--- src/hdl/tcbl_pkg.sv ---
// ----------------------------------------------------------------------------
// tcbl_pkg
// Shared types and constants for the two-channel breathing LED fader.
// ----------------------------------------------------------------------------
package tcbl_pkg;

    // Top duty value of the breathing ramp.
    localparam int DUTY_TOP = 255;

    localparam int CNT_W     = 16;
    localparam int DUTY_W    = 8;
    localparam int RATE_W    = 8;
    localparam int MODE_W    = 3;
    localparam int PHASE_W   = 2;
    localparam int CFG_IDX_W = 3;
    localparam int CFG_DAT_W = 8;

    // Width of DUTY_TOP times the largest rate, and of the compare against it.
    localparam int TOP_W = $clog2(DUTY_TOP * ((1 << RATE_W) - 1) + 1);
    localparam int CMP_W = (TOP_W > CNT_W) ? TOP_W : CNT_W;

    localparam int DIV_CNT_W = $clog2(CNT_W + 1);

    // Effect modes.
    localparam logic [MODE_W-1:0] MODE_FADE      = 3'd0;
    localparam logic [MODE_W-1:0] MODE_FADE_PUSH = 3'd1;
    localparam logic [MODE_W-1:0] MODE_PUSH_ON   = 3'd2;
    localparam logic [MODE_W-1:0] MODE_PUSH_OFF  = 3'd3;

    // Breathing phases.
    localparam logic [PHASE_W-1:0] PH_RAMP_UP   = 2'd0;
    localparam logic [PHASE_W-1:0] PH_HOLD_HIGH = 2'd1;
    localparam logic [PHASE_W-1:0] PH_RAMP_DOWN = 2'd2;
    localparam logic [PHASE_W-1:0] PH_HOLD_LOW  = 2'd3;

    // Configuration register indexes.
    localparam logic [CFG_IDX_W-1:0] CFG_MODE_A          = 3'd0;
    localparam logic [CFG_IDX_W-1:0] CFG_MODE_B          = 3'd1;
    localparam logic [CFG_IDX_W-1:0] CFG_DIM_RATE_A      = 3'd2;
    localparam logic [CFG_IDX_W-1:0] CFG_DIM_RATE_B      = 3'd3;
    localparam logic [CFG_IDX_W-1:0] CFG_BRIGHTEN_RATE_A = 3'd4;
    localparam logic [CFG_IDX_W-1:0] CFG_BRIGHTEN_RATE_B = 3'd5;

    localparam logic [RATE_W-1:0] DIM_RATE_RST      = 8'd5;
    localparam logic [RATE_W-1:0] BRIGHTEN_RATE_RST = 8'd3;

    typedef struct packed {
        logic [PHASE_W-1:0] phase;
        logic [CNT_W-1:0]   tick_count;
        logic [DUTY_W-1:0]  duty_level;
        logic               pin_level;
        logic               pwm_on;
    } chan_state_t;

    typedef enum logic [2:0] {
        ST_IDLE,
        ST_DIV_A,
        ST_WAIT_A,
        ST_DIV_B,
        ST_WAIT_B,
        ST_COMMIT
    } ctrl_state_t;

    typedef struct packed {
        logic keys_load;
        logic div_start;
        logic div_sel;
        logic commit;
    } ctrl_cmd_t;

    typedef struct packed {
        logic div_done;
        logic out_free;
    } dp_status_t;

endpackage

--- src/hdl/tcbl_div.sv ---
// ----------------------------------------------------------------------------
// tcbl_div
// Restoring serial divider: tick count over rate, one quotient bit per cycle.
// ----------------------------------------------------------------------------
module tcbl_div (
    input  logic                         aclk,
    input  logic                         aresetn,
    input  logic                         start,
    input  logic [tcbl_pkg::CNT_W-1:0]   dividend,
    input  logic [tcbl_pkg::RATE_W-1:0]  divisor,
    output logic [tcbl_pkg::CNT_W-1:0]   quotient,
    output logic                         done
);

    logic [tcbl_pkg::CNT_W-1:0]     quo_reg, quo_next;
    logic [tcbl_pkg::RATE_W-1:0]    rem_reg, rem_next;
    logic [tcbl_pkg::RATE_W-1:0]    dvs_reg, dvs_next;
    logic [tcbl_pkg::DIV_CNT_W-1:0] step_reg, step_next;
    logic                           done_reg, done_next;

    logic [tcbl_pkg::RATE_W:0] trial;
    logic [tcbl_pkg::RATE_W:0] diff;
    logic                      ge;

    always_comb begin
        trial = {rem_reg, quo_reg[tcbl_pkg::CNT_W-1]};
        diff  = trial - {1'b0, dvs_reg};
        ge    = (trial >= {1'b0, dvs_reg});
    end

    always_comb begin
        quo_next  = quo_reg;
        rem_next  = rem_reg;
        dvs_next  = dvs_reg;
        step_next = step_reg;
        done_next = 1'b0;
        if (start) begin
            quo_next  = dividend;
            rem_next  = '0;
            dvs_next  = divisor;
            step_next = tcbl_pkg::DIV_CNT_W'(tcbl_pkg::CNT_W);
        end else if (step_reg != '0) begin
            quo_next  = {quo_reg[tcbl_pkg::CNT_W-2:0], ge};
            rem_next  = ge ? diff[tcbl_pkg::RATE_W-1:0] : trial[tcbl_pkg::RATE_W-1:0];
            step_next = step_reg - 1'b1;
            done_next = (step_reg == tcbl_pkg::DIV_CNT_W'(1));
        end
    end

    always_ff @(posedge aclk) begin
        if (!aresetn) begin
            step_reg <= '0;
            done_reg <= 1'b0;
        end else begin
            step_reg <= step_next;
            done_reg <= done_next;
        end
        quo_reg <= quo_next;
        rem_reg <= rem_next;
        dvs_reg <= dvs_next;
    end

    assign quotient = quo_reg;
    assign done     = done_reg;

endmodule

--- src/hdl/tcbl_ctrl.sv ---
// ----------------------------------------------------------------------------
// tcbl_ctrl
// Sequencer: accepts a tick, runs both divisions, then commits the update.
// ----------------------------------------------------------------------------
module tcbl_ctrl (
    input  logic                  aclk,
    input  logic                  aresetn,
    input  logic                  s_valid,
    output logic                  s_ready,
    input  tcbl_pkg::dp_status_t  status,
    output tcbl_pkg::ctrl_cmd_t   cmd
);

    tcbl_pkg::ctrl_state_t state_reg, state_next;

    always_comb begin
        state_next = state_reg;
        case (state_reg)
            tcbl_pkg::ST_IDLE: begin
                if (s_valid) state_next = tcbl_pkg::ST_DIV_A;
            end
            tcbl_pkg::ST_DIV_A:  state_next = tcbl_pkg::ST_WAIT_A;
            tcbl_pkg::ST_WAIT_A: begin
                if (status.div_done) state_next = tcbl_pkg::ST_DIV_B;
            end
            tcbl_pkg::ST_DIV_B:  state_next = tcbl_pkg::ST_WAIT_B;
            tcbl_pkg::ST_WAIT_B: begin
                if (status.div_done) state_next = tcbl_pkg::ST_COMMIT;
            end
            tcbl_pkg::ST_COMMIT: begin
                if (status.out_free) state_next = tcbl_pkg::ST_IDLE;
            end
            default: state_next = tcbl_pkg::ST_IDLE;
        endcase
    end

    always_comb begin
        s_ready       = 1'b0;
        cmd.keys_load = 1'b0;
        cmd.div_start = 1'b0;
        cmd.div_sel   = 1'b0;
        cmd.commit    = 1'b0;
        case (state_reg)
            tcbl_pkg::ST_IDLE: begin
                s_ready       = 1'b1;
                cmd.keys_load = s_valid;
            end
            tcbl_pkg::ST_DIV_A:  cmd.div_start = 1'b1;
            tcbl_pkg::ST_WAIT_A: cmd.div_sel   = 1'b0;
            tcbl_pkg::ST_DIV_B: begin
                cmd.div_start = 1'b1;
                cmd.div_sel   = 1'b1;
            end
            tcbl_pkg::ST_WAIT_B: cmd.div_sel = 1'b1;
            tcbl_pkg::ST_COMMIT: cmd.commit  = status.out_free;
            default: cmd.commit = 1'b0;
        endcase
    end

    always_ff @(posedge aclk) begin
        if (!aresetn) begin
            state_reg <= tcbl_pkg::ST_IDLE;
        end else begin
            state_reg <= state_next;
        end
    end

endmodule

--- src/hdl/tcbl_datapath.sv ---
// ----------------------------------------------------------------------------
// tcbl_datapath
// Configuration registers, channel state, shared divider and result register.
// ----------------------------------------------------------------------------
module tcbl_datapath (
    input  logic                             aclk,
    input  logic                             aresetn,
    input  tcbl_pkg::ctrl_cmd_t              cmd,
    output tcbl_pkg::dp_status_t             status,
    input  logic                             keys_pressed,
    input  logic                             cfg_valid,
    output logic                             cfg_ready,
    input  logic [tcbl_pkg::CFG_IDX_W-1:0]   cfg_index,
    input  logic [tcbl_pkg::CFG_DAT_W-1:0]   cfg_data,
    input  logic                             m_ready,
    output logic                             m_valid,
    output tcbl_pkg::chan_state_t            chan_a,
    output tcbl_pkg::chan_state_t            chan_b
);

    logic [tcbl_pkg::MODE_W-1:0] mode_a_reg, mode_b_reg;
    logic [tcbl_pkg::RATE_W-1:0] dim_a_reg, dim_b_reg;
    logic [tcbl_pkg::RATE_W-1:0] bri_a_reg, bri_b_reg;

    tcbl_pkg::chan_state_t ch_a_reg, ch_b_reg, ch_a_next, ch_b_next;
    logic [tcbl_pkg::CNT_W-1:0] quo_a_reg, quo_b_reg;
    logic                       keys_reg;
    logic                       m_valid_reg, m_valid_next;

    logic [tcbl_pkg::CNT_W-1:0]  div_dividend;
    logic [tcbl_pkg::RATE_W-1:0] div_divisor;
    logic [tcbl_pkg::CNT_W-1:0]  div_quotient;
    logic                        div_done;

    function automatic logic [tcbl_pkg::RATE_W-1:0] eff_rate(
        input logic [tcbl_pkg::RATE_W-1:0] r
    );
        return (r == '0) ? tcbl_pkg::RATE_W'(1) : r;
    endfunction

    // Ramp up divides by the brighten rate, every other phase by the dim rate.
    function automatic logic [tcbl_pkg::RATE_W-1:0] pick_divisor(
        input tcbl_pkg::chan_state_t       c,
        input logic [tcbl_pkg::RATE_W-1:0] dr,
        input logic [tcbl_pkg::RATE_W-1:0] br
    );
        return (c.phase == tcbl_pkg::PH_RAMP_UP) ? eff_rate(br) : eff_rate(dr);
    endfunction

    function automatic tcbl_pkg::chan_state_t chan_step(
        input tcbl_pkg::chan_state_t       cur,
        input logic [tcbl_pkg::MODE_W-1:0] mode,
        input logic [tcbl_pkg::RATE_W-1:0] dr_raw,
        input logic [tcbl_pkg::RATE_W-1:0] br_raw,
        input logic [tcbl_pkg::CNT_W-1:0]  quo,
        input logic                        keys
    );
        tcbl_pkg::chan_state_t    nxt;
        logic [tcbl_pkg::CMP_W-1:0] cnt_w;
        logic [tcbl_pkg::CMP_W-1:0] top_b;
        logic [tcbl_pkg::CMP_W-1:0] top_d;
        logic signed [tcbl_pkg::CMP_W:0] down;
        logic fading;
        nxt    = cur;
        cnt_w  = tcbl_pkg::CMP_W'(cur.tick_count);
        top_b  = tcbl_pkg::CMP_W'(tcbl_pkg::DUTY_TOP) * tcbl_pkg::CMP_W'(eff_rate(br_raw));
        top_d  = tcbl_pkg::CMP_W'(tcbl_pkg::DUTY_TOP) * tcbl_pkg::CMP_W'(eff_rate(dr_raw));
        down   = $signed({1'b0, tcbl_pkg::CMP_W'(tcbl_pkg::DUTY_TOP)})
               - $signed({1'b0, tcbl_pkg::CMP_W'(quo)});
        fading = (mode == tcbl_pkg::MODE_FADE) || (mode == tcbl_pkg::MODE_FADE_PUSH);

        if (mode == tcbl_pkg::MODE_PUSH_ON) begin
            nxt.pin_level = keys;
        end else if (mode == tcbl_pkg::MODE_PUSH_OFF) begin
            nxt.pin_level = !keys;
        end

        if (fading) begin
            case (cur.phase)
                tcbl_pkg::PH_RAMP_UP: begin
                    nxt.duty_level = (quo > tcbl_pkg::CNT_W'(255)) ? 8'hFF
                                   : quo[tcbl_pkg::DUTY_W-1:0];
                    if (cnt_w >= top_b) nxt.phase = tcbl_pkg::PH_HOLD_HIGH;
                end
                tcbl_pkg::PH_HOLD_HIGH: begin
                    if (cnt_w >= top_d) begin
                        nxt.tick_count = '0;
                        nxt.phase      = tcbl_pkg::PH_RAMP_DOWN;
                    end
                end
                tcbl_pkg::PH_RAMP_DOWN: begin
                    if (down < 0) begin
                        nxt.duty_level = '0;
                    end else if (down > 255) begin
                        nxt.duty_level = 8'hFF;
                    end else begin
                        nxt.duty_level = down[tcbl_pkg::DUTY_W-1:0];
                    end
                    if (cnt_w >= top_d) nxt.phase = tcbl_pkg::PH_HOLD_LOW;
                end
                default: begin
                    if (cnt_w >= top_b) begin
                        nxt.tick_count = '0;
                        nxt.phase      = tcbl_pkg::PH_RAMP_UP;
                    end
                end
            endcase
            nxt.pwm_on     = 1'b1;
            nxt.pin_level  = 1'b1;
            nxt.tick_count = nxt.tick_count + 1'b1;
        end else begin
            nxt.duty_level = '0;
            nxt.pwm_on     = 1'b0;
            nxt.tick_count = '0;
            nxt.phase      = tcbl_pkg::PH_RAMP_UP;
        end
        return nxt;
    endfunction

    always_comb begin
        if (cmd.div_sel) begin
            div_dividend = ch_b_reg.tick_count;
            div_divisor  = pick_divisor(ch_b_reg, dim_b_reg, bri_b_reg);
        end else begin
            div_dividend = ch_a_reg.tick_count;
            div_divisor  = pick_divisor(ch_a_reg, dim_a_reg, bri_a_reg);
        end
    end

    tcbl_div u_div (
        .aclk     (aclk),
        .aresetn  (aresetn),
        .start    (cmd.div_start),
        .dividend (div_dividend),
        .divisor  (div_divisor),
        .quotient (div_quotient),
        .done     (div_done)
    );

    always_comb begin
        ch_a_next = chan_step(ch_a_reg, mode_a_reg, dim_a_reg, bri_a_reg, quo_a_reg, keys_reg);
        ch_b_next = chan_step(ch_b_reg, mode_b_reg, dim_b_reg, bri_b_reg, quo_b_reg, keys_reg);
    end

    // The result register is free once it is empty or its transaction completes now.
    assign status.out_free = !m_valid_reg || m_ready;
    assign status.div_done = div_done;

    always_comb begin
        m_valid_next = m_valid_reg;
        if (cmd.commit) begin
            m_valid_next = 1'b1;
        end else if (m_ready) begin
            m_valid_next = 1'b0;
        end
    end

    always_ff @(posedge aclk) begin
        if (!aresetn) begin
            mode_a_reg  <= tcbl_pkg::MODE_FADE;
            mode_b_reg  <= tcbl_pkg::MODE_FADE;
            dim_a_reg   <= tcbl_pkg::DIM_RATE_RST;
            dim_b_reg   <= tcbl_pkg::DIM_RATE_RST;
            bri_a_reg   <= tcbl_pkg::BRIGHTEN_RATE_RST;
            bri_b_reg   <= tcbl_pkg::BRIGHTEN_RATE_RST;
            ch_a_reg    <= '{phase: tcbl_pkg::PH_RAMP_UP, tick_count: '0,
                             duty_level: '0, pin_level: 1'b1, pwm_on: 1'b1};
            ch_b_reg    <= '{phase: tcbl_pkg::PH_RAMP_UP, tick_count: '0,
                             duty_level: '0, pin_level: 1'b1, pwm_on: 1'b1};
            m_valid_reg <= 1'b0;
        end else begin
            if (cfg_valid) begin
                case (cfg_index)
                    tcbl_pkg::CFG_MODE_A:
                        mode_a_reg <= cfg_data[tcbl_pkg::MODE_W-1:0];
                    tcbl_pkg::CFG_MODE_B:
                        mode_b_reg <= cfg_data[tcbl_pkg::MODE_W-1:0];
                    tcbl_pkg::CFG_DIM_RATE_A:      dim_a_reg <= cfg_data;
                    tcbl_pkg::CFG_DIM_RATE_B:      dim_b_reg <= cfg_data;
                    tcbl_pkg::CFG_BRIGHTEN_RATE_A: bri_a_reg <= cfg_data;
                    tcbl_pkg::CFG_BRIGHTEN_RATE_B: bri_b_reg <= cfg_data;
                    default: ;
                endcase
            end
            if (cmd.commit) begin
                ch_a_reg <= ch_a_next;
                ch_b_reg <= ch_b_next;
            end
            m_valid_reg <= m_valid_next;
        end
        if (cmd.keys_load) keys_reg <= keys_pressed;
        if (div_done && !cmd.div_sel) quo_a_reg <= div_quotient;
        if (div_done && cmd.div_sel)  quo_b_reg <= div_quotient;
    end

    assign cfg_ready = 1'b1;
    assign m_valid   = m_valid_reg;
    assign chan_a    = ch_a_reg;
    assign chan_b    = ch_b_reg;

endmodule

--- src/hdl/two_channel_breathing_led_fader.sv ---
// ----------------------------------------------------------------------------
// two_channel_breathing_led_fader
// A tick is processed through one shared 16-step serial divider, run for each
// channel in turn; no new tick is taken until its update has been committed.
// A tick is accepted while the previous result still waits in its register.
// Reset (aresetn low, synchronous) restores config defaults and channel state.
// ----------------------------------------------------------------------------
module two_channel_breathing_led_fader (
    input  logic                             aclk,
    input  logic                             aresetn,
    input  logic                             s_valid,
    output logic                             s_ready,
    input  logic                             s_keys_pressed,
    output logic                             m_valid,
    input  logic                             m_ready,
    output logic [tcbl_pkg::DUTY_W-1:0]      m_duty_a,
    output logic [tcbl_pkg::DUTY_W-1:0]      m_duty_b,
    output logic                             m_pwm_enable_a,
    output logic                             m_pwm_enable_b,
    output logic                             m_pin_a,
    output logic                             m_pin_b,
    input  logic                             cfg_valid,
    output logic                             cfg_ready,
    input  logic [tcbl_pkg::CFG_IDX_W-1:0]   cfg_index,
    input  logic [tcbl_pkg::CFG_DAT_W-1:0]   cfg_data
);

    tcbl_pkg::ctrl_cmd_t   cmd;
    tcbl_pkg::dp_status_t  status;
    tcbl_pkg::chan_state_t chan_a;
    tcbl_pkg::chan_state_t chan_b;

    tcbl_ctrl u_ctrl (
        .aclk    (aclk),
        .aresetn (aresetn),
        .s_valid (s_valid),
        .s_ready (s_ready),
        .status  (status),
        .cmd     (cmd)
    );

    tcbl_datapath u_datapath (
        .aclk         (aclk),
        .aresetn      (aresetn),
        .cmd          (cmd),
        .status       (status),
        .keys_pressed (s_keys_pressed),
        .cfg_valid    (cfg_valid),
        .cfg_ready    (cfg_ready),
        .cfg_index    (cfg_index),
        .cfg_data     (cfg_data),
        .m_ready      (m_ready),
        .m_valid      (m_valid),
        .chan_a       (chan_a),
        .chan_b       (chan_b)
    );

    // Channel state only changes on commit, so it doubles as the result register.
    assign m_duty_a       = chan_a.duty_level;
    assign m_duty_b       = chan_b.duty_level;
    assign m_pwm_enable_a = chan_a.pwm_on;
    assign m_pwm_enable_b = chan_b.pwm_on;
    assign m_pin_a        = chan_a.pin_level;
    assign m_pin_b        = chan_b.pin_level;

endmodule

--- config.mk ---
export PLATFORM = sky130hd
export DESIGN_NAME = two_channel_breathing_led_fader
export DESIGN_NICKNAME = d
export VERILOG_FILES = /design/src/hdl/tcbl_pkg.sv /design/src/hdl/tcbl_div.sv /design/src/hdl/tcbl_ctrl.sv /design/src/hdl/tcbl_datapath.sv /design/src/hdl/two_channel_breathing_led_fader.sv
export SDC_FILE = /design/constraint.sdc
export NUM_CORES = 1
export LEC_CHECK = 0
export BUFFER_PORTS_ARGS = -buffer_cell sky130_fd_sc_hd__buf_4
export CAP_MARGIN = 25
export CORE_MARGIN = 5
export CORE_UTILIZATION = 35
export CTS_BUF_LIST = sky130_fd_sc_hd__clkbuf_4
export DETAILED_ROUTE_END_ITERATION = 10
export PLACE_DENSITY = 0.6
export SKIP_LAST_GASP = 1
export SLEW_MARGIN = 5
export SYNTH_ARGS = -nofsm -noshare
export SYNTH_HDL_FRONTEND = slang
export SYNTH_SLANG_ARGS = --single-unit
--- constraint.sdc ---
create_clock -name aclk -period 8 [get_ports aclk]
set_input_delay 0.8 -clock aclk [delete_from_list [all_inputs] [get_ports aclk]]
set_output_delay 0.8 -clock aclk [all_outputs]
set_load 0.02 [all_outputs]
==> summary.txt, run 1 <==
Pwr
  • Power Density: 173 nW/um^2
  • Pleak: 7.87 nW
  • Max VDD drop: 0.0853 mV
  • Total power: 2.97 mW

Floorplan
  • Cell Rows: 77
  • Core area: 44,300 sq um
  • Die width: 222 um
  • Die height: 222 um
  • Initial Util: 35.4%
  • Die Area: 49,200 sq um
  • IO Pins: 40

Critical path
  • Crit path launch type: flop
  • CP required: 8.50 ns
  • Crit path DAT: 8.14 ns
  • Max incr delay on CP: 0.57 ns
  • Cell repeated most along the worst path: ha_1
  • CP Capture Type: flop
  • R2r endpoint: u_datapath.chan_b[22]$_SDFFE_PN0P_
  • Worst R2R Path Depth: 33
  • Crit path capture: u_datapath.chan_b[22]$_SDFFE_PN0P_
  • Crit Path Class: flop to flop
  • Crit path from: u_datapath.dim_b_reg[2]$_SDFFE_PN1P_
  • Slowest CP cell: fa_2
  • Worst reg2reg setup slack: 0.36 ns
  • Reg-to-reg startpoint: u_datapath.dim_b_reg[2]$_SDFFE_PN1P_
  • Crit-path max FO: 4

Logic synthesis
  • Yosys warnings: 0
  • Most frequent cell after synthesis: inv_1
  • Yosys cell types: 67
  • Yosys reg bits: 169
  • Synth Area per Inst: 8.96 sq um
  • Yosys top cell area share: 18.3%
  • Top_reg_cell synth: dfxtp_1
  • Cell taking the most area after synthesis: ha_1
  • Synth top cells by count: 255 x inv_1, 229 x ha_1, 167 x nand2_1, 112 x dfxtp_1, 95 x fa_1
  • Number of synthesized flops with an enable pin: 57
  • Synth Net Count: 2,092
  • Post-synthesis cell count: 1,751
  • Synth async-reset ratio: 0%
  • Main area contributors after synthesis: ha_1 18%, dfxtp_1 14%, fa_1 12%
  • Mapped cell area: 15,700 sq um
  • Part of the Yosys area used for sequential elements: 25.2%

Finish
  • Cell area after layout: 17,200 sq um
  • Share of post-route cells with drive strength above 1: 9.39%
  • Syn-to-layout area delta: 9.29%
  • Multi-input logic area: 10,600 sq um
  • # nets final: 2,128
  • Fin cells: 2,393
  • Fillers: 4,540
  • Util after Layout: 38.7%
  • Reg area: 3950 sq um

Global routing
  • GRT Total Usage: 15.6%
  • Initial antenna violation count: 1
  • Vias in the first global route: 11,900
  • Largest net degree at the start of global routing: 83
  • Congestion Overflow GR: 0
  • First-pass GRT wire length: 63,100 um

Detailed routing
  • Drt drc: 0
  • Final wirelength: 39,000 um
  • First-pass iteration count of the detailed router: 6
  • WL/cell: 16.3 um
  • Antenna Nets Post-Route: 0
  • Initial DRC Count: 759
  • Vias post-DR: 12,300
  • Vias per inst: 5.15

CTS
  • Clk_lat worst skew: 0.59 ns
  • Cts hold-fix bufs: 0
  • CTS HTree Levels: 4
  • Clk sink count: 169
  • CTS root buffer: clkbuf_4
  • Worst-case clock buffer depth: 2
  • TritonCTS clock tree: built
  • CTS Buf Count: 17
  • Reg clk slew, reported paths: 0.16 ns

STA
  • Fmax: 131 MHz
  • Final Max Tran Viols: 0
  • Clk_skew: 0.0248 ns
  • Final Cycle Share: 95.5%
  • Endpoints failing setup: 0
  • Final worst path period need: 7.64 ns
  • Worst-Margin Slew: 0.881 ns
  • Max transition margin: 41.1%
  • Fin. Hold Viols: 0
  • Final setup TNS: 0 ns

Placed design
  • Number of I/O port buffers: 38
  • Placed Area: 16,700 sq um
  • DP HPWL: 31,100 um
  • Inst Count DP: 2,357
  • Routability cong.: 0.878

Min path
  • Hold Path Class: input pin to flop
  • Hold_sp: s_keys_pressed

Outcome
  • Outcome: completed

Job
  • Max-cap viol count: 0
power by group:
| part | internal (mW) | switching, mW |
|---|---|---|
| registers | 1.03 | 0.0823 |
| clock network | 0.199 | 0.353 |
| logic | 0.539 | 0.768 |
cells by family after synthesis:
logic type,Yosys count,share of synthesized area [%]
other cells,1,0.0239
xor+xnor,66,3.68
flops,169,25.2
simple gates,483,15.0
mux,31,1.98
compound gates,354,15.4
fa+ha+maj,324,30.4
buf+inv,323,8.38
worst min path at each step:
stage / slack (ns) / cells past startpoint / end
floorplan: 0.43 / 2 / u_datapath.chan_a[2]$_SDFFE_PN0P_
global placement: 0.45 / 2 / u_datapath.chan_a[9]$_SDFFE_PN0P_
detailed placement: 0.45 / 2 / u_datapath.chan_a[9]$_SDFFE_PN0P_
CTS: 0.37 / 1 / u_datapath.keys_reg$_DFFE_PP_
global route: 0.36 / 1 / u_datapath.keys_reg$_DFFE_PP_
finish: 0.41 / 1 / u_datapath.keys_reg$_DFFE_PP_
metal layers:
| layer | share of wire (%) | vias to the layer above | global-route usage (%) |
|---|---|---|---|
| li1 | - | 6055 | - |
| met1 | 48 | 5934 | 22.8 |
| met2 | 46 | 298 | 25.0 |
| met3 | 5.2 | 35 | 2.09 |
| met4 | 1.2 | 0 | 2.60 |
| met5 | 0 | - | 0 |
layout by cell type, fill, tap and decap left out, drive strengths merged, types with 24 or more instances in the layout:
cell / count
a21boi: 44
nor3: 36
fa: 95
buf: 85
nand3: 36
nand2: 167
nor2: 90
dfxtp: 112
edfxtp: 57
nor2b: 32
ha: 229
and3: 24
a21oi: 89
o21ai: 68
inv: 264
a31oi: 41
xnor2: 32
mux2i: 31
xor2: 34
critical path: cells and delay by family, from the launching register on:
family                   cells  cell delay [ns]
AO/OA/AOI/OAI                4             0.85
flip-flops                   1             0.37
AND/OR/NAND/NOR             15             2.70
buffers and inverters        3             0.26
XOR/XNOR                     3             0.52
adder cells (fa/ha/maj)      8             2.84
stage by stage:
stage	setup WS, ns	hold WS (ns)
6_report	0.360	0.412
5_1_grt	-0.0404	0.355
4_1_cts	0.193	0.367
3_5_place_dp	0.210	0.450
3_3_place_gp	0.378	0.445
2_1_floorplan	0.577	0.431
what timing repair did:
item / 4_1_cts / 5_1_grt
gates resized for setup: 0 / 34
setup endpoints to repair: 0 / 7
buffers inserted: 0 / 3
cell type report:
cell class | instances | area share (%)
sequential | 169 | 23.0
inverter | 255 | 5.58
clock inverter | 14 | 0.934
clock buffer | 18 | 0.788
tap | 592 | 4.32
timing repair buffer | 85 | 3.76
antenna | 1 | 0.0146
multi-input combinational | 1259 | 61.6
Note: power is estimated with default switching activity, not from simulation.
==> run 2, diff against run 1 <==
PLACE_DENSITY = 0.59   (was 0.6)
clock period = 8.93 ns   (was 8 ns; I/O delays follow)
==> summary.txt, run 2 (same netlist as run 1, synthesis figures left out) <==
CTS
  • Cts hold-fix bufs: 0
  • CTS resizes: 0
  • CTS HTree Levels: 4
  • TritonCTS clock tree: built
  • Post-CTS Setup Inserts: 0
  • Worst-case clock buffer depth: 2
  • Clk_lat worst skew: 0.62 ns
  • CTS root buffer: clkbuf_4
  • Clk sink count: 169
  • CTS Buf Count: 17
  • Reg clk slew, reported paths: 0.15 ns

Placed design
  • Routability cong.: 0.870
  • DP HPWL: 30,800 um
  • Number of I/O port buffers: 38

Global routing
  • GRT Total Usage: 15.3%
  • Largest net degree at the start of global routing: 83
  • Congestion Overflow GR: 0
  • Vias in the first global route: 11,600
  • First-pass GRT wire length: 61,400 um
  • Initial antenna violation count: 1

STA
  • Fin. Hold Viols: 0
  • Worst-Margin Slew: 0.823 ns
  • Fmax: 121 MHz
  • Endpoints failing setup: 0
  • Final worst path period need: 8.25 ns
  • Max transition margin: 45.0%
  • Clk_skew: 0.0243 ns
  • Final Max Tran Viols: 0
  • Final setup TNS: 0 ns
  • Final Cycle Share: 92.4%
  • RSZ-0062 raised after global routing: false

Finish
  • Most frequent cells in the layout: 255 x inv_1, 229 x ha_1, 167 x nand2_1, 112 x dfxtp_1, 95 x fa_1
  • Util after Layout: 37.8%
  • Syn-to-layout area delta: 6.83%
  • Most common cell after layout, fill and taps aside: inv_1
  • Share of post-route cells with drive strength above 1: 6.27%
  • # nets final: 2,097

Critical path
  • Crit path launch type: flop
  • Max incr delay on CP: 0.60 ns
  • Crit Path Class: flop to flop
  • Crit path DAT: 8.79 ns
  • CP Capture Type: flop
  • CP required: 9.47 ns
  • Crit-path max FO: 22
  • Worst Path Buf+Inv: 6
  • Slowest CP cell: fa_1
  • Top delay family on crit path: adder cells

Detailed routing
  • Routed met2 length: 17,100 um
  • First-pass iteration count of the detailed router: 5
  • Metal3 WL: 1850 um
  • Vias per inst: 5.07
  • Initial DRC Count: 745
  • Final wirelength: 37,900 um
  • Met1 WL: 18,300 um
  • Antenna Nets Post-Route: 0
  • WL/cell: 16.1 um
  • Vias post-DR: 12,000
  • Max layer used: met4
  • Drt drc: 0

Outcome
  • Outcome: completed

Pwr
  • Pleak: 7.69 nW
  • Total power: 2.61 mW
  • Power Density: 155 nW/um^2
  • Max VDD drop: 0.0958 mV

Floorplan
  • Die Area: 49,200 sq um
  • IO Pins: 40
  • Core area: 44,300 sq um
  • Die width: 222 um
  • Initial Util: 35.4%
  • Die height: 222 um
  • Cell Rows: 77

Job
  • Max-cap viol count: 0

Min path
  • Hold Path Class: flop to flop
## run 2: cell count changes in the layout (fill, tap and decap cells not counted), moves of 3 or more
cell	previous run	this run
ha_1	226	229
nor3_1	33	36
inv_1	252	255
buf_4	84	54
nor2_1	86	90
fa_1	92	95
inv_2	4	0
fa_2	3	0
nor3_2	3	0
## run 2: routing by layer
| layer | global-route usage (%) | vias up |
|---|---|---|
| li1 | - | 6005 |
| met5 | 0 | - |
| met2 | 24.3 | 227 |
| met4 | 3.60 | 0 |
| met1 | 21.8 | 5708 |
| met3 | 2.49 | 41 |
## run 2: stage by stage
stage	hold WS, ns	cell area [sq um]	setup WS, ns	cells
after floorplan	0.431	15700	1.51	1751
after global placement	0.443	16500	0.888	2329
after detailed placement	0.445	16500	0.735	2329
after CTS	0.443	16800	0.673	2361
after global routing	0.434	16800	0.0367	2362
final	0.459	16800	0.680	2362
## run 2: where the power goes
group          switching [mW]  internal, mW
Combinational           0.680         0.467
Clock                   0.303         0.154
Sequential             0.0751         0.926
## run 2: cell type report
type                    count  area (sq um)
clock inverters            13           139
inverters                 255           957
multi-input cells        1259         10400
clock buffers              19           143
fillers                  4564         27500
diodes                      1          2.50
well taps                 592           741
flip-flops and latches    169          3950
repair buffers             54           405
## run 2: worst reg2reg max path: cells and delay by family, from the launching register on
kind                     cells  cell delay (ns)
buffers and inverters        6             0.69
XOR/XNOR                     2             0.32
AND/OR/NAND/NOR             10             1.88
AO/OA/AOI/OAI               11             2.06
adder cells (fa/ha/maj)      8             2.76
flip-flops                   1             0.47
## run 2: final timing paths
check | startpoint | end | slack [ns] | cells after the start
min reg2reg | u_datapath.chan_a[9]$_SDFFE_PN0P_ | u_datapath.chan_a[9]$_SDFFE_PN0P_ | 0.46 | 2
max reg2reg | u_datapath.bri_a_reg[6]$_SDFFE_PN0P_ | u_datapath.chan_a[22]$_SDFFE_PN0P_ | 0.68 | 37
min | u_datapath.chan_a[9]$_SDFFE_PN0P_ | u_datapath.chan_a[9]$_SDFFE_PN0P_ | 0.46 | 2
max | u_datapath.bri_a_reg[6]$_SDFFE_PN0P_ | u_datapath.chan_a[22]$_SDFFE_PN0P_ | 0.68 | 37
==> run 3, diff against run 2 <==
PLACE_DENSITY = 0.61   (was 0.59)
==> summary.txt, run 3 (same netlist as run 1, synthesis figures left out) <==
Outcome
  • Outcome: completed

STA
  • Endpoints failing setup: 0
  • Fin. Hold Viols: 0
  • Max transition margin: 42.2%
  • Final Cycle Share: 92.3%
  • Final worst path period need: 8.24 ns
  • Worst-Margin Slew: 0.865 ns
  • RSZ-0062 raised after global routing: false
  • Clk_skew: 0.0375 ns
  • Final Max Tran Viols: 0
  • Fmax: 121 MHz
  • Final setup TNS: 0 ns

Finish
  • # nets final: 2,094
  • Fin cells: 2,359
  • Fillers: 4,501
  • Most frequent cells in the layout: 255 x inv_1, 229 x ha_1, 167 x nand2_1, 112 x dfxtp_1, 95 x fa_1
  • Share of post-route cells with drive strength above 1: 6.12%
  • Syn-to-layout area delta: 6.86%
  • Most common cell after layout, fill and taps aside: inv_1
  • Cell area after layout: 16,800 sq um

Detailed routing
  • Vias per inst: 5.09
  • First-pass iteration count of the detailed router: 5
  • Antenna Nets Post-Route: 0
  • Vias post-DR: 12,000
  • Drt drc: 0
  • Initial DRC Count: 728
  • Final wirelength: 38,100 um
  • WL/cell: 16.1 um

CTS
  • Cts hold-fix bufs: 0
  • Reg clk slew, reported paths: 0.16 ns
  • CTS HTree Levels: 4
  • Worst-case clock buffer depth: 2
  • TritonCTS clock tree: built
  • Clk_lat worst skew: 0.62 ns
  • CTS root buffer: clkbuf_4
  • Clk sink count: 169
  • CTS Buf Count: 17

Floorplan
  • Die Area: 49,200 sq um
  • IO Pins: 40
  • Initial Util: 35.4%
  • Die width: 222 um
  • Die height: 222 um
  • Core area: 44,300 sq um
  • Cell Rows: 77

Critical path
  • CP required: 9.48 ns
  • Crit path launch type: flop
  • Crit path DAT: 8.79 ns
  • Crit-path max FO: 7
  • Reg-to-reg startpoint: u_datapath.bri_a_reg[6]$_SDFFE_PN0P_
  • CP Capture Type: flop
  • Slowest CP cell: fa_1
  • Crit Path Class: flop to flop
  • Max incr delay on CP: 0.59 ns
  • Crit path from: u_datapath.bri_a_reg[6]$_SDFFE_PN0P_
  • Worst reg2reg setup slack: 0.69 ns

Placed design
  • Routability cong.: 0.856
  • Inst Count DP: 2,325
  • DP HPWL: 30,600 um
  • Number of I/O port buffers: 38
  • Placed Area: 16,500 sq um

Min path
  • Hold Path Class: input pin to flop
  • Hold_sp: s_keys_pressed

Global routing
  • Congestion Overflow GR: 0
  • Largest net degree at the start of global routing: 83
  • First-pass GRT wire length: 61,800 um
  • Initial antenna violation count: 1
  • GRT Total Usage: 15.3%
  • Vias in the first global route: 11,800

Pwr
  • Total power: 2.61 mW
  • Pleak: 7.68 nW
  • Max VDD drop: 0.0764 mV
  • Clock network fraction of design power: 18.0%
  • Gate power share: 43.6%
  • Internal power: 1.55 mW
  • Power Density: 156 nW/um^2
  • Net Sw Frac: 40.7%
  • Sequential power share: 38.4%
  • P_sw: 1.06 mW

Job
  • Max-cap viol count: 0
## run 3: through the flow
| stage | worst slack, ns | util, % | hold WS [ns] |
|---|---|---|---|
| 2_1_floorplan | 1.51 | - | 0.431 |
| 3_3_place_gp | 0.919 | 37.1 | 0.444 |
| 3_5_place_dp | 0.766 | 37.1 | 0.452 |
| 4_1_cts | 0.719 | 37.8 | 0.399 |
| 5_1_grt | 0.0283 | 37.9 | 0.399 |
| 6_report | 0.691 | 37.9 | 0.454 |
## run 3: power by group through the flow
| stage | sequential (mW) | clock, mW | combinational [mW] |
|---|---|---|---|
| detailed placement | 1.02 | 0 | 1.13 |
| global placement | 1.02 | 0 | 1.11 |
| CTS | 1.01 | 0.482 | 1.14 |
| floorplan | 0.984 | 0 | 0.904 |
| finish | 1.00 | 0.470 | 1.14 |
| global route | 1.02 | 0.509 | 1.32 |
## run 3: worst max-delay path, delay by kind of cell (launching register included)
kind / cells / cell delay [ns]
fa+ha+maj: 8 / 2.78
compound gates: 11 / 2.22
simple gates: 10 / 1.93
flops: 1 / 0.46
buf+inv: 5 / 0.42
xor+xnor: 2 / 0.37
## run 3: repair_timing
item / in CTS / in global routing
buffers inserted: 0 / 0
resized for setup: 0 / 1
setup endpoints to repair: 0 / 1
## run 3: final timing paths
kind | to | depth (start not counted)
worst max-delay path | u_datapath.chan_a[22]$_SDFFE_PN0P_ | 36
worst min-delay path | u_datapath.keys_reg$_DFFE_PP_ | 1
worst max register to register | u_datapath.chan_a[22]$_SDFFE_PN0P_ | 36
worst min register to register | u_datapath.chan_a[9]$_SDFFE_PN0P_ | 2
## run 3: routing by layer
| layer | part of all wire (%) | routed length, um | GRT usage, % |
|---|---|---|---|
| met2 | 45 | 17200 | 24.5 |
| met5 | 0 | 0 | 0 |
| met4 | 1.4 | 515 | 3.10 |
| met3 | 4.3 | 1640 | 2.18 |
| met1 | 49 | 18700 | 22.0 |
## run 3: area by class of cell
type | instances | area [sq um] | share of cell area, %
clock inverter | 13 | 139 | 0.828
antenna | 1 | 2.50 | 0.0149
inverter | 255 | 957 | 5.71
multi-input combinational | 1259 | 10400 | 62.2
sequential | 169 | 3950 | 23.6
tap | 592 | 741 | 4.42
timing repair buffer | 51 | 403 | 2.40
clock buffer | 19 | 143 | 0.850
